### src/rtl/rgbmed_pkg.sv
// shared types, constants and helper functions for the rgb 3x3 median filter
// no dependencies; imported by every module of the block but rgbmed_line_mem
`default_nettype none

package rgbmed_pkg;

	localparam int DEF_MAX_WIDTH      = 1024;
	localparam int RESET_FRAME_WIDTH  = 640;
	localparam int RESET_FRAME_HEIGHT = 480;

	// row position runs one past the bottom edge plus one while draining
	localparam int ROW_W     = 17;
	localparam int HEIGHT_W  = 16;
	localparam int WIDTH_W   = 11;
	localparam int CFG_W     = 16;
	localparam int CFG_IDX_W = 1;

	localparam logic [CFG_IDX_W-1:0] CFG_FRAME_WIDTH  = 1'b0;
	localparam logic [CFG_IDX_W-1:0] CFG_FRAME_HEIGHT = 1'b1;

	localparam logic CMD_PIXEL = 1'b0;
	localparam logic CMD_DRAIN = 1'b1;

	typedef struct packed {
		logic [7:0] r;
		logic [7:0] g;
		logic [7:0] b;
	} pixel_t;

	// one channel of a window column, sorted low to high
	typedef struct packed {
		logic [7:0] lo;
		logic [7:0] md;
		logic [7:0] hi;
	} sorted3_t;

	typedef struct packed {
		sorted3_t r;
		sorted3_t g;
		sorted3_t b;
	} col_t;

	// edge replication of the window columns
	typedef struct packed {
		logic left_clamp;
		logic right_clamp;
	} win_ctl_t;

	function automatic sorted3_t sort3(logic [7:0] a, logic [7:0] b, logic [7:0] c);
		logic [7:0] x0, x1, x2, t;
		sorted3_t s;
		x0 = a;
		x1 = b;
		x2 = c;
		if (x0 > x1) begin t = x0; x0 = x1; x1 = t; end
		if (x1 > x2) begin t = x1; x1 = x2; x2 = t; end
		if (x0 > x1) begin t = x0; x0 = x1; x1 = t; end
		s.lo = x0;
		s.md = x1;
		s.hi = x2;
		return s;
	endfunction

	function automatic logic [7:0] med3(logic [7:0] a, logic [7:0] b, logic [7:0] c);
		logic [7:0] lo_ab, hi_ab, lo_hc;
		lo_ab = (a < b) ? a : b;
		hi_ab = (a < b) ? b : a;
		lo_hc = (hi_ab < c) ? hi_ab : c;
		return (lo_ab > lo_hc) ? lo_ab : lo_hc;
	endfunction

	// last column index: zero acts as one, wide frames clip to the line store
	function automatic int eff_width_last(logic [WIDTH_W-1:0] raw, int max_w);
		int w;
		w = int'(raw);
		if (w == 0) w = 1;
		if (w > max_w) w = max_w;
		return w - 1;
	endfunction

	// last row index: zero acts as one
	function automatic logic [HEIGHT_W-1:0] eff_height_last(logic [HEIGHT_W-1:0] raw);
		return (raw == '0) ? '0 : raw - HEIGHT_W'(1);
	endfunction

endpackage

`default_nettype wire

### src/rtl/rgbmed_median_sel.sv
// median of nine from three presorted columns, with left/right edge replication
// depends on rgbmed_pkg (col_t, win_ctl_t, pixel_t, med3)
`default_nettype none

module rgbmed_median_sel import rgbmed_pkg::*; (
	input  wire col_t [2:0] win,
	input  wire win_ctl_t   ctl,
	output pixel_t          pix
);

	col_t left, center, right;

	// max of lows, median of middles, min of highs, then median of those
	function automatic logic [7:0] med9(sorted3_t a, sorted3_t b, sorted3_t c);
		logic [7:0] lo_ab, max_lo, hi_ab, min_hi, mid_md;
		lo_ab  = (a.lo > b.lo) ? a.lo : b.lo;
		max_lo = (lo_ab > c.lo) ? lo_ab : c.lo;
		hi_ab  = (a.hi < b.hi) ? a.hi : b.hi;
		min_hi = (hi_ab < c.hi) ? hi_ab : c.hi;
		mid_md = med3(a.md, b.md, c.md);
		return med3(max_lo, mid_md, min_hi);
	endfunction

	always_comb begin
		center = win[1];
		left   = ctl.left_clamp  ? win[1] : win[2];
		right  = ctl.right_clamp ? win[1] : win[0];
		pix.r  = med9(left.r, center.r, right.r);
		pix.g  = med9(left.g, center.g, right.g);
		pix.b  = med9(left.b, center.b, right.b);
	end

endmodule

`default_nettype wire

### config.mk
export PLATFORM = sky130hd
export DESIGN_NAME = rgbmed_median_sel
export DESIGN_NICKNAME = d
export VERILOG_FILES = /design/src/rtl/rgbmed_pkg.sv /design/src/rtl/rgbmed_median_sel.sv
export SDC_FILE = /design/constraint.sdc
export NUM_CORES = 1
export LEC_CHECK = 0
export BUFFER_PORTS_ARGS = -buffer_cell sky130_fd_sc_hd__buf_2
export CORE_AREA = 2 2 138 140
export DETAILED_ROUTE_END_ITERATION = 8
export DIE_AREA = 0 0 140 142
export GPL_TIMING_DRIVEN = 0
export PLACE_DENSITY = 0.95
export SLEW_MARGIN = 20
export SYNTH_ARGS = -nofsm -noshare
export SYNTH_HDL_FRONTEND = slang
export SYNTH_SLANG_ARGS = --single-unit
### constraint.sdc
create_clock -name vclk -period 39.7
set_input_delay 1.985 -clock vclk [all_inputs]
set_output_delay 1.985 -clock vclk [all_outputs]
set_load 0.1 [all_outputs]
Word-level counts from Yosys, hierarchy flattened

Index checks and enable logic that the tools add are counted.

Bits in registers: 0
Bits of input ports: 218
Output and inout bits: 24

Magnitude comparators: 30
Multiplexer cells: 38

Operator list:

| kind         | number |
|---|---|
| $mux W8      | 36 |
| $lt A8 B8 Y1 | 18 |
| $mux W72     | 2 |
| $gt A8 B8 Y1 | 12 |

Depth between registers and ports, before layout

Word-level depth: 13
Gate-level depth with buffers: 70
Mapped depth without buffers: 60

Least setup slack after synthesis

OpenSTA, ideal clock, no wires.

Path kind: input -> output
Start: input ctl[1] in the netlist's numbering
End: output pix[20] in the netlist's numbering
Data arrival time: 15280 ps
Required time: 37715 ps
Slack: 22435 ps
Stages: 59
Path buffers: 12
Cell sequence: buf_2 buf_2 clkbuf_1 clkbuf_1 clkbuf_1 mux2_2 ha_1 a21o_1 a21o_1 a21oi_2 clkbuf_1 a21oi_1 ha_1 a21o_1 a21oi_1 o21ai_0 a21o_1 clkbuf_1 (+23 left out) a21o_1 a21oi_1 o21ai_0 a41o_1 buf_4 buf_6 nand2_1 o21ai_0 ha_1 nor2b_1 o21a_1 o21a_1 o21ai_0 a21oi_1 a211oi_1 a21oi_1 clkbuf_1 o21ai_0

RTL lines:

| item            | RTL line               | text |
|---|---|---|
| start, declared | rgbmed_median_sel.sv:7 | `input wire win_ctl_t ctl,` |
| end, declared   | rgbmed_median_sel.sv:8 | `output pixel_t pix` |

==> results by stage <==
Run status:
- The flow ran to the end, but the final reports show violations.
- The checks that failed: design-rule violations.

Timing:
- The number of hold violations in the final report came to 0.
- The clock period could shrink to 20.11 ns.
- The max-slew violation total from the final report was 0.
- The highest attainable clock frequency is 49.7 MHz.
- The final sum of negative setup slack is 0 ns.
- The final clock period utilization by the worst path is 0.507.
- For the pin with the worst max-slew slack, the measured transition is around 1.1 ns.
- The worst pin sits at a relative slew slack of 0.300.
- The total of endpoints with negative setup slack in the final report is 0.
- Setup repair after global routing left no endpoint under its margin.

Synth:
- The sequential area share after synthesis is 0.
- Yosys mapped the design onto 75 distinct sky130hd cell types.
- In this run the mean area of a mapped cell was 6.91 um^2.
- The post-synthesis instance area is about 11000 um^2.
- When the netlist entered floorplanning its net count stood at 2006.
- The cell type with the highest aggregate area in the netlist is sky130_fd_sc_hd__ha_1.
- Ranked by total cell area, the synthesized netlist is headed by sky130_fd_sc_hd__ha_1 (24%), sky130_fd_sc_hd__mux2i_1 (14%), sky130_fd_sc_hd__mux2_2 (7.1%), sky130_fd_sc_hd__a21oi_1 (7.0%), sky130_fd_sc_hd__o21ai_0 (5.9%).
- The share of synthesized area in the top cell type comes to 0.237.
- Synthesis handed over a netlist of 1581 instances.
- The count of yosys warnings during synthesis is 0.

Floorplanning:
- The die is between 100 and 150 um wide.
- The area of the die is 19900 um^2.
- The starting utilization of the core area is 0.592.
- The floorplan row count is 50.
- 242 I/O pins were placed.
- After floorplanning, the core was sized to cover approximately 18000 um^2.
- The y dimension of the die is ~140 um.

CTS:
- The cts-stage hold buffer count is 0.
- In this run the post-CTS setup repair buffer count came out at 0.
- Gates resized during post-CTS repair numbered 0.

Critical path:
- The source of the critical timing path is ctl[1].
- Counting buffers and inverters, the worst setup path is 68 cells deep.
- Grouping stages by cell kind, the critical path spends the most delay in buffers and inverters.
- The cell with the largest stage delay on the worst path is sky130_fd_sc_hd__clkbuf_1.
- The data required time at the worst endpoint is 37.72 ns.
- The highest fanout seen on the critical path is 10.
- The endpoint kind of the worst setup timing path is an output pin.
- In this run the worst setup path terminates at pix[13].
- The delay of the slowest cell on the worst path is ~0.78 ns.
- By startpoint and endpoint, the worst setup path is classified as in2out.
- The number of buffers and inverters on the critical path is 15.
- The most repeated library cell on the critical path is sky130_fd_sc_hd__a21oi_1.
- At the worst endpoint, the arrival time is roughly 18 ns.
- STA classifies the critical path startpoint as a primary input.

Global routing:
- The via count of the first global-routing pass was roughly 12000.
- Entering global routing, the biggest net connects 11 pins.
- The first global-routing pass estimated 56.5 mm of wire.
- The initial antenna violation count is 7.
- The total track usage is 0.338.
- The total congestion overflow after global routing is 0.

Flow run:
- Across the run, the number of max-cap violations was 0.

Drt:
- The detailed router placed 12900 vias in this run.
- After detailed routing, the total wire length is 35.7 mm.
- The first-iteration detailed-routing DRC count is 765.
- The number of nets still failing antenna checks after routing is 0.
- After detailed routing, the number of vias per cell comes to 6.26.
- The first-pass iteration count of the detailed router is 8.
- The post-route DRC violation count is 22.
- The routed wirelength normalized by instance count is 17.3 um.

Layout:
- Across the whole layout, storage elements account for 0 um^2.
- The fill cell total of the finished layout is 1535.
- Sequential cells placed in the final layout were counted as 0.
- The share of layout cells above drive strength 1 is 0.188.
- Leaving out fill and tap cells, the most frequent cells in the layout are sky130_fd_sc_hd__buf_2 (247), sky130_fd_sc_hd__ha_1 (207), sky130_fd_sc_hd__inv_1 (161).
- Excluding fillers, the count of instances in the completed layout stands at 2064.
- Relative to the synthesized area, the layout overhead comes to 13.9%.
- In the finished layout, the clock tree contains a buffer count of 0.
- The final layout contains 2250 nets.
- The commonest non-fill, non-tap cell in the layout is sky130_fd_sc_hd__buf_2.

Placement:
- The cell total after placement is 2057.
- The total half-perimeter wirelength after legalization and detailed placement is 30.7 mm.
- The port buffer count is 242.
- The congestion estimate from routability-driven global placement came to 1.00.

Hold path:
- The min-delay analysis places its worst path in the category in2out.
metal layers:
metal  wire [um]  track usage  vias up  share of wire
li1            -            -     6307              -
met1       14500        0.395     5848           0.41
met2       16900        0.613      619           0.47
met3        2320       0.0347      153          0.065
met4        1990        0.178        2          0.056
met5          10            0        -        0.00028
logic make-up (layout without fill, tap and decap cells):
group	after synthesis	count (layout)	share of synthesized area
buf+inv	219	461	0.0779
fa+ha+maj	210	210	0.240
mux	224	224	0.214
other cells	0	7	0
simple gates	440	440	0.187
compound gates	488	488	0.282
tightest hold or removal path, delay by kind of cell:
family | cells | cell delay (ns)
buffers and inverters | 2 | 0.46
and+or+nand+nor | 1 | 0.17
AOI/OAI and AO/OA | 2 | 0.26
synth_stat cells (14+ instances only):
cell                       instances
sky130_fd_sc_hd__o21ai_0         128
sky130_fd_sc_hd__mux2_2           69
sky130_fd_sc_hd__a21oi_1         152
sky130_fd_sc_hd__nand2_1         141
sky130_fd_sc_hd__inv_1           161
sky130_fd_sc_hd__nor3_1           24
sky130_fd_sc_hd__nand3_1          33
sky130_fd_sc_hd__a21o_1           52
sky130_fd_sc_hd__ha_1            207
sky130_fd_sc_hd__mux2i_1         152
sky130_fd_sc_hd__nor2_1          135
sky130_fd_sc_hd__nor2b_1          20
sky130_fd_sc_hd__o21ai_1          14
sky130_fd_sc_hd__nand4_1          23
sky130_fd_sc_hd__o21a_1           26
sky130_fd_sc_hd__clkbuf_1         42
worst min path at each step:
stage	from	to	slack [ns]	depth (start not counted)
2_1_floorplan	win[24]	pix[8]	4.80	6
3_3_place_gp	win[81]	pix[1]	4.85	5
3_5_place_dp	win[81]	pix[1]	4.84	5
4_1_cts	win[81]	pix[1]	4.84	5
5_1_grt	win[81]	pix[1]	4.92	5
6_report	win[81]	pix[1]	4.87	5
final cells by class:
| type | instances | area [um^2] | share of cell area |
|---|---|---|---|
| Antenna cell | 7 | 17.5 | 0.00141 |
| Multi-Input combinational cell | 1362 | 10100 | 0.809 |
| Timing Repair Buffer | 242 | 1210 | 0.0973 |
| Inverter | 161 | 604 | 0.0486 |
| Buffer | 58 | 246 | 0.0198 |
| Tap cell | 234 | 293 | 0.0235 |
per-stage QoR:
stage | utilization | hold slack [ns] | setup WS (ns) | area, um^2
4_1_cts | 0.673 | 4.84 | 19.88 | 12400
3_3_place_gp | 0.673 | 4.85 | 20.38 | 12400
2_1_floorplan | - | 4.80 | 22.44 | 10900
6_report | 0.674 | 4.87 | 19.59 | 12400
3_5_place_dp | 0.673 | 4.84 | 19.90 | 12400
5_1_grt | 0.674 | 4.92 | 18.32 | 12400
Power is not shown: default switching activity piles up to over one toggle a cycle in this logic, so the estimate is an artifact.
