$ cat config.mk
export PLATFORM = sky130hd
export DESIGN_NAME = rgbmed_col_sort
export DESIGN_NICKNAME = d
export VERILOG_FILES = /design/src/rtl/rgbmed_pkg.sv /design/src/rtl/rgbmed_col_sort.sv
export SDC_FILE = /design/constraint.sdc
export NUM_CORES = 1
export LEC_CHECK = 0
export BUFFER_PORTS_ARGS = -buffer_cell sky130_fd_sc_hd__clkbuf_2
export CELL_PAD_IN_SITES_DETAIL_PLACEMENT = 0
export CELL_PAD_IN_SITES_GLOBAL_PLACEMENT = 1
export CORE_UTILIZATION = 33
export DETAILED_ROUTE_END_ITERATION = 12
export PLACE_DENSITY = 0.82
export SYNTH_ARGS = -nofsm -noshare
export SYNTH_HDL_FRONTEND = slang
export SYNTH_SLANG_ARGS = --single-unit
$ cat constraint.sdc
create_clock -name vclk -period 10.05
set_clock_uncertainty 0.15 [all_clocks]
set_input_delay 2.5125 -clock vclk [all_inputs]
set_output_delay 2.5125 -clock vclk [all_outputs]
set_load 0.05 [all_outputs]
$ cat src/rtl/rgbmed_pkg.sv
// shared types, constants and helper functions for the rgb 3x3 median filter
// no dependencies; imported by every module of the block but rgbmed_line_mem
`default_nettype none

package rgbmed_pkg;

	localparam int DEF_MAX_WIDTH      = 1024;
	localparam int RESET_FRAME_WIDTH  = 640;
	localparam int RESET_FRAME_HEIGHT = 480;

	// row position runs one past the bottom edge plus one while draining
	localparam int ROW_W     = 17;
	localparam int HEIGHT_W  = 16;
	localparam int WIDTH_W   = 11;
	localparam int CFG_W     = 16;
	localparam int CFG_IDX_W = 1;

	localparam logic [CFG_IDX_W-1:0] CFG_FRAME_WIDTH  = 1'b0;
	localparam logic [CFG_IDX_W-1:0] CFG_FRAME_HEIGHT = 1'b1;

	localparam logic CMD_PIXEL = 1'b0;
	localparam logic CMD_DRAIN = 1'b1;

	typedef struct packed {
		logic [7:0] r;
		logic [7:0] g;
		logic [7:0] b;
	} pixel_t;

	// one channel of a window column, sorted low to high
	typedef struct packed {
		logic [7:0] lo;
		logic [7:0] md;
		logic [7:0] hi;
	} sorted3_t;

	typedef struct packed {
		sorted3_t r;
		sorted3_t g;
		sorted3_t b;
	} col_t;

	// edge replication of the window columns
	typedef struct packed {
		logic left_clamp;
		logic right_clamp;
	} win_ctl_t;

	function automatic sorted3_t sort3(logic [7:0] a, logic [7:0] b, logic [7:0] c);
		logic [7:0] x0, x1, x2, t;
		sorted3_t s;
		x0 = a;
		x1 = b;
		x2 = c;
		if (x0 > x1) begin t = x0; x0 = x1; x1 = t; end
		if (x1 > x2) begin t = x1; x1 = x2; x2 = t; end
		if (x0 > x1) begin t = x0; x0 = x1; x1 = t; end
		s.lo = x0;
		s.md = x1;
		s.hi = x2;
		return s;
	endfunction

	function automatic logic [7:0] med3(logic [7:0] a, logic [7:0] b, logic [7:0] c);
		logic [7:0] lo_ab, hi_ab, lo_hc;
		lo_ab = (a < b) ? a : b;
		hi_ab = (a < b) ? b : a;
		lo_hc = (hi_ab < c) ? hi_ab : c;
		return (lo_ab > lo_hc) ? lo_ab : lo_hc;
	endfunction

	// last column index: zero acts as one, wide frames clip to the line store
	function automatic int eff_width_last(logic [WIDTH_W-1:0] raw, int max_w);
		int w;
		w = int'(raw);
		if (w == 0) w = 1;
		if (w > max_w) w = max_w;
		return w - 1;
	endfunction

	// last row index: zero acts as one
	function automatic logic [HEIGHT_W-1:0] eff_height_last(logic [HEIGHT_W-1:0] raw);
		return (raw == '0) ? '0 : raw - HEIGHT_W'(1);
	endfunction

endpackage

`default_nettype wire

$ cat src/rtl/rgbmed_col_sort.sv
// sorts one vertical window column per color channel
// depends on rgbmed_pkg (pixel_t, col_t, sort3)
`default_nettype none

module rgbmed_col_sort import rgbmed_pkg::*; (
	input  wire pixel_t top,
	input  wire pixel_t mid,
	input  wire pixel_t bot,
	output col_t        col
);

	always_comb begin
		col.r = sort3(top.r, mid.r, bot.r);
		col.g = sort3(top.g, mid.g, bot.g);
		col.b = sort3(top.b, mid.b, bot.b);
	end

endmodule

`default_nettype wire

Word-level counts from Yosys, hierarchy flattened
Cells that the tools add are included.
- bits in registers: 0
- input bits: 72
- output and inout bits: 72
- logic and storage cells: 27
- $lt $le $gt $ge: 9
- muxes and demuxes: 18
- operators with widths (kind ; count):
    $mux 8 ; 18
    $gt 8x8->1 ; 9

Depth between registers and ports, before layout
Gate-level depths: netlist of the first run.
- word-level depth: 6
- gate-level depth with buffers: 27
- depth with buffers taken out: 23

Worst setup path before layout of the first run
No wires, ideal clock.
- kind: input to output
- start point: in mid[9] (netlist bit)
- end point: out col[32] (netlist bit)
- arrival time: 7.728 ns
- data required time: 7.388 ns
- path slack: -0.341 ns
- cell stages on the path: 23
- path buffers: 3
- cells stage by stage: inv_1 -> ha_1 -> nor2b_1 -> o211ai_1 -> a21oi_1 -> o31ai_1 -> buf_4 -> buf_6 -> mux2_2 -> ha_1 -> and4b_4 -> a211oi_2 -> o22ai_4 -> clkbuf_1 -> mux2i_1 -> ha_1 -> and4_1 -> o2bb2ai_1 -> a31oi_4 -> nor2_2 -> mux2i_4 -> o22ai_1 -> a21oi_1
- RTL lines (item ; RTL line ; RTL):
    start, declared ; rgbmed_col_sort.sv:7 ; input wire pixel_t mid,
    end, declared ; rgbmed_col_sort.sv:9 ; output col_t col

==> results of run 1 <==
-- layer usage --
layer  track usage [%]  wire [um]  up-vias
met3             0.777        689       20
met5                 0          0        -
met1              27.3       6070     2218
met4              3.19        212        0
met2              36.4       6770      196
li1                  -          -     2361
-- cell type report --
type	count	area, um2	share of cell area (%)
repair buffers	213	1490	25.7
well taps	140	175	3.01
multi-input cells	451	3970	68.3
inverters	47	176	3.04
-- worst min path at each step --
stage                  from  endpoint  slack, ps  cells past startpoint
floorplan            bot[8]   col[32]       5100                      2
global placement    mid[20]   col[68]       5340                      3
detailed placement  mid[20]   col[68]       5340                      3
CTS                 mid[20]   col[68]       5340                      3
global route        mid[14]   col[46]       5330                      4
finish              mid[14]   col[46]       5310                      4
-- Yosys cell counts (all sizes together) (5+ instances only) --
master	instances
ha	72
nand2	60
o21ai	58
a21oi	52
inv	47
o221a	33
mux2i	28
mux2	22
o22ai	18
buf	16
nand3	15
nand4	15
o21bai	15
nor2	11
o21a	10
nor2b	9
o211ai	6
clkbuf	5
-- logic make-up after synthesis --
| family | after synthesis |
|---|---|
| AO/OA/AOI/OAI | 200 |
| adder cells (fa/ha/maj) | 72 |
| buffers and inverters | 68 |
| multiplexers | 50 |
| AND/OR/NAND/NOR | 127 |
-- power breakdown --
| group | leakage (nW) | internal [mW] | total, mW | switching [mW] |
|---|---|---|---|---|
| Clock | 0 | 0 | 0 | 0 |
| Sequential | 0 | 0 | 0 | 0 |
| Combinational | 2.82 | 0.472 | 1.26 | 0.792 |
| Total | 2.82 | 0.472 | 1.26 | 0.792 |
-- metrics by stage --
stage          setup TNS (ps)  worst slack (ps)
5_1_grt                 -1420             -69.7
6_report                    0               126
3_3_place_gp             -265             -58.8
3_5_place_dp            -2920              -164
2_1_floorplan            -289              -230
4_1_cts                 -15.2             -15.2
-- what timing repair did --
action / CTS / global route
setup buffers: 8 / 20
pin swaps: 2 / 16
gates resized for setup: 16 / 119
cloned: 1 / 1
setup endpoints to repair: 45 / 48
==> flow_summary.yaml, run 1 <==
cells_and_area:
  fin_nets: 857
  final_util_pct: 52.7
  diodes: 0
  fin_area_um2: 5810
  flops_and_latches: 0
  area_delta_synth_final_pct: 53.4
  final_cell_mix: "clkbuf_2, buf_4, ha_1"
  final_common_cell: "clkbuf_2"
  drive_gt1_share_pct: 48.5
  final-seq-area_um2: 0
  n_clock_buffer: 0
  fillerInstances: 1024
  fin_cells: 851
critical_path:
  crit_path_start_kind: "input pin"
  crit_start: "mid[9]"
  path_delay_family: "compound AO/OA/AOI/OAI gates"
  critical_path_class: "in -> out"
  path_max_fanout: 8
  cp.required_ps: 7390
  cp-endpoint: "col[43]"
  cp.depth: 26
  cp_common_cell: "buf_6"
  slowest_stage: "o31ai_4"
  cp_num_buf_inv: 8
  crit_arrival_ps: 7260
  endpoint_kind: "primary output"
  cp_slowest_stage_delay_ps: 360
floorplan:
  core_um2: 11000
  ios: 144
  start_util_pct: 34.3
  die_w_um: 109
  row_count: 38
  dieArea_um2: 11900
  die_h_um: 109
clock_tree:
  postCtsHoldBufs: 0
global_routing:
  grt_max_degree: 18
  grt-ovfl-total: 0
  grt_pass1_vias: 4441
  grt_first_pass_wirelength_um: 20300
  antenna_found_initial: 0
  grt_use_total_pct: 20.4
synth:
  synthCells: 517
  ys_types: 47
  synth-seq-area-share_pct: 0
  synthAdderAreaFrac_pct: 23.8
  yosys.area_share.xor_xnor_pct: 0
  muxShareOfSynthArea_pct: 14.8
  synth_top_family_by_area: "compound AO/OA/AOI/OAI gates"
  synth_area_um2: 3790
  syn-mean-instance-area_um2: 7.33
  synth_nets: 661
  synth_top_area_share_pct: 23.8
  yosysWarnings: 0
  ys_top_cells_by_area: "ha_1, o221a_2, o21ai_0"
  yosys.area_share.simple_pct: 16.9
  synth_compound_area_share_pct: 36.8
  synth_area_leader_cell: "ha_1"
detailed_routing:
  via_per_inst: 5.63
  drc: 0
  vias: 4795
  dr.first_iter.drc_count: 251
  wire_per_inst_um: 16.2
  wl_um: 13700
  drtAntennaViolNets: 0
  first_pass_iters: 5
pwr:
  ir_drop_uv: 160
  p_per_area_nw_per_um2: 218
  p_leak_nw: 2.82
  p_total_mw: 1.26
place:
  placed_cells: 821
  placed_area_um2: 5130
  io_buffers: 144
  hpwl_um: 10800
  gp_congestion: 0.906
status:
  outcome: "complete, no violations"
hold_path:
  hold_class: "in -> out"
sta:
  max-slew-margin-rel_pct: 69.9
  fin_crit_sh_pct: 98.7
  worst_pin_slew_ps: 449
  setup_viol: 0
  finalCriticalPeriod_ps: 9920
  finalHoldViolCount: 0
  whs_ps: 5310
  finalMaxSlewViolations: 0
  fmax_mhz: 101
flow_run:
  cap_violations: 0
Power figures use the tool's default switching activity.
==> run 2: changes to the inputs <==
- ABC_AREA: not set -> 1
- CORE_UTILIZATION: 33 -> 31
- RECOVER_POWER: not set -> 100
==> run 2 against run 1 <==
Fmax is 4.1% higher. Synthesized cell count is 34% higher. Utilization is 14 points lower. Die area is 7.1% higher. Highest routed layer unchanged.
==> flow_summary.yaml, run 2 <==
status:
  outcome: "complete, no violations"
cells_and_area:
  n_clock_buffer: 0
  final-seq-area_um2: 0
  area_delta_synth_final_pct: 21.3
  final_common_cell: "nand2_1"
  fin_cells: 974
  fin_nets: 972
  flops_and_latches: 0
  drive_gt1_share_pct: 21.9
  final_cell_mix: "nand2_1, clkbuf_2, nand3_1"
  fin_area_um2: 4630
floorplan:
  die_h_um: 113
  core_um2: 12000
  row_count: 40
  dieArea_um2: 12800
  start_util_pct: 31.8
  ios: 144
  die_w_um: 113
global_routing:
  grt_first_pass_wirelength_um: 19300
  grt_max_degree: 25
  grt_pass1_vias: 4349
  grt_use_total_pct: 17.7
  met1_usage_pct: 23.5
  grt_busiest_layer: "met2"
  grtUsageMet3_pct: 1.07
  met2_usage_pct: 32.7
  grt-ovfl-total: 0
  antenna_found_initial: 1
synth:
  synth_area_um2: 3820
  synth_area_leader_cell: "nand2_1"
  ys_types: 24
  synthCells: 693
  synth.most_common_cell: "nand2_1"
  yosysWarnings: 0
  synth_top_area_share_pct: 28.2
  ys_top_cells_by_area: "nand2_1, ha_1, nand3_1"
  synth_nets: 837
  synth-seq-area-share_pct: 0
  synthTopCellsByCount: "nand2_1, nand3_1, ha_1"
  syn-mean-instance-area_um2: 5.51
sta:
  fin_setup_tns_ps: 0
  finalHoldViolCount: 0
  setup_viol: 0
  finalWorstSetupSlack_ps: 516
  worst_pin_slew_ps: 610
  fmax_mhz: 105
  finalCriticalPeriod_ps: 9530
  rsz0062_at_grt: "no"
  finalMaxSlewViolations: 0
  max-slew-margin-rel_pct: 59.5
  fin_crit_sh_pct: 94.9
critical_path:
  slowest_stage: "ha_1"
  cp.depth: 30
  crit_path_start_kind: "input pin"
  path_max_fanout: 24
  cp-endpoint: "col[16]"
  critical_path_class: "in -> out"
  cp.required_ps: 7390
  crit_arrival_ps: 6870
  endpoint_kind: "primary output"
  cp_slowest_stage_delay_ps: 290
  cp_num_buf_inv: 6
  crit_start: "mid[5]"
  path_delay_family: "simple AND/OR/NAND/NOR gates"
  cp_common_cell: "nand2_1"
detailed_routing:
  via_per_inst: 4.78
  wl_um: 11400
  first_pass_iters: 4
  drtAntennaViolNets: 0
  dr.first_iter.drc_count: 227
  drc: 0
  wire_per_inst_um: 11.7
  vias: 4656
pwr:
  p_total_mw: 1.07
  p_leak_nw: 2.87
  ir_drop_uv: 123
  p_per_area_nw_per_um2: 231
place:
  gp_congestion: 0.838
  placed_cells: 972
  placed_area_um2: 4650
  hpwl_um: 10000
  place_ws_ps: 380
  io_buffers: 144
clock_tree:
  cts_setup_buffers: 0
  ctsResizeCount: 0
  postCtsHoldBufs: 0
hold_path:
  hold_class: "in -> out"
flow_run:
  cap_violations: 0
[run 2: cell families (layout without fill, tap and decap cells)]
family / Yosys count / count (layout) / synth area share (%)
compound gates: 88 / 88 / 14.4
fa+ha+maj: 72 / 72 / 23.6
buf+inv: 98 / 231 / 11.2
other cells: 0 / 1 / 0
simple gates: 435 / 435 / 50.8
[run 2: metal layers]
metal / part of all wire (%) / vias up / wire length (um)
met3: 4.0 / 2 / 454
met1: 49 / 2001 / 5550
met2: 47 / 95 / 5390
li1: - / 2558 / -
met4: 0.25 / 0 / 29
met5: 0 / - / 0
[run 2: cell type report]
| type | instances | area (um2) |
|---|---|---|
| Fill cell | 1397 | 7380 |
| Multi-Input combinational cell | 595 | 3390 |
| Timing Repair Buffer | 153 | 759 |
| Inverter | 77 | 293 |
| Tap cell | 147 | 184 |
| Timing Repair inverter | 1 | 5.00 |
| Antenna cell | 1 | 2.50 |
[run 2: stage by stage]
step                      hold slack (ps)  util [%]
after floorplan                      5320         -
after global placement               5350      38.7
after detailed placement             5350      38.7
after CTS                            5350      38.7
after global routing                 5390      38.6
final                                5360      38.6
[run 2: worst min-delay path by stage]
stage | startpoint | to | cells past startpoint
global route | bot[8] | col[24] | 4
finish | bot[8] | col[24] | 4
CTS | bot[23] | col[55] | 4
floorplan | top[14] | col[38] | 4
detailed placement | bot[23] | col[55] | 4
global placement | bot[8] | col[24] | 4
[run 2: worst min-delay path, cell delays in order]
cell      delay (ps)
clkbuf_2         110
nand2_1           60
o21ai_0           70
clkbuf_2         240
[run 2: power by group]
part	total [mW]	leakage (nW)	switching, mW	internal, mW
registers	0	0	0	0
clock network	0.0000000133	0.00000634	0	0.0000000133
logic	1.07	2.87	0.816	0.256
total	1.07	2.87	0.816	0.256
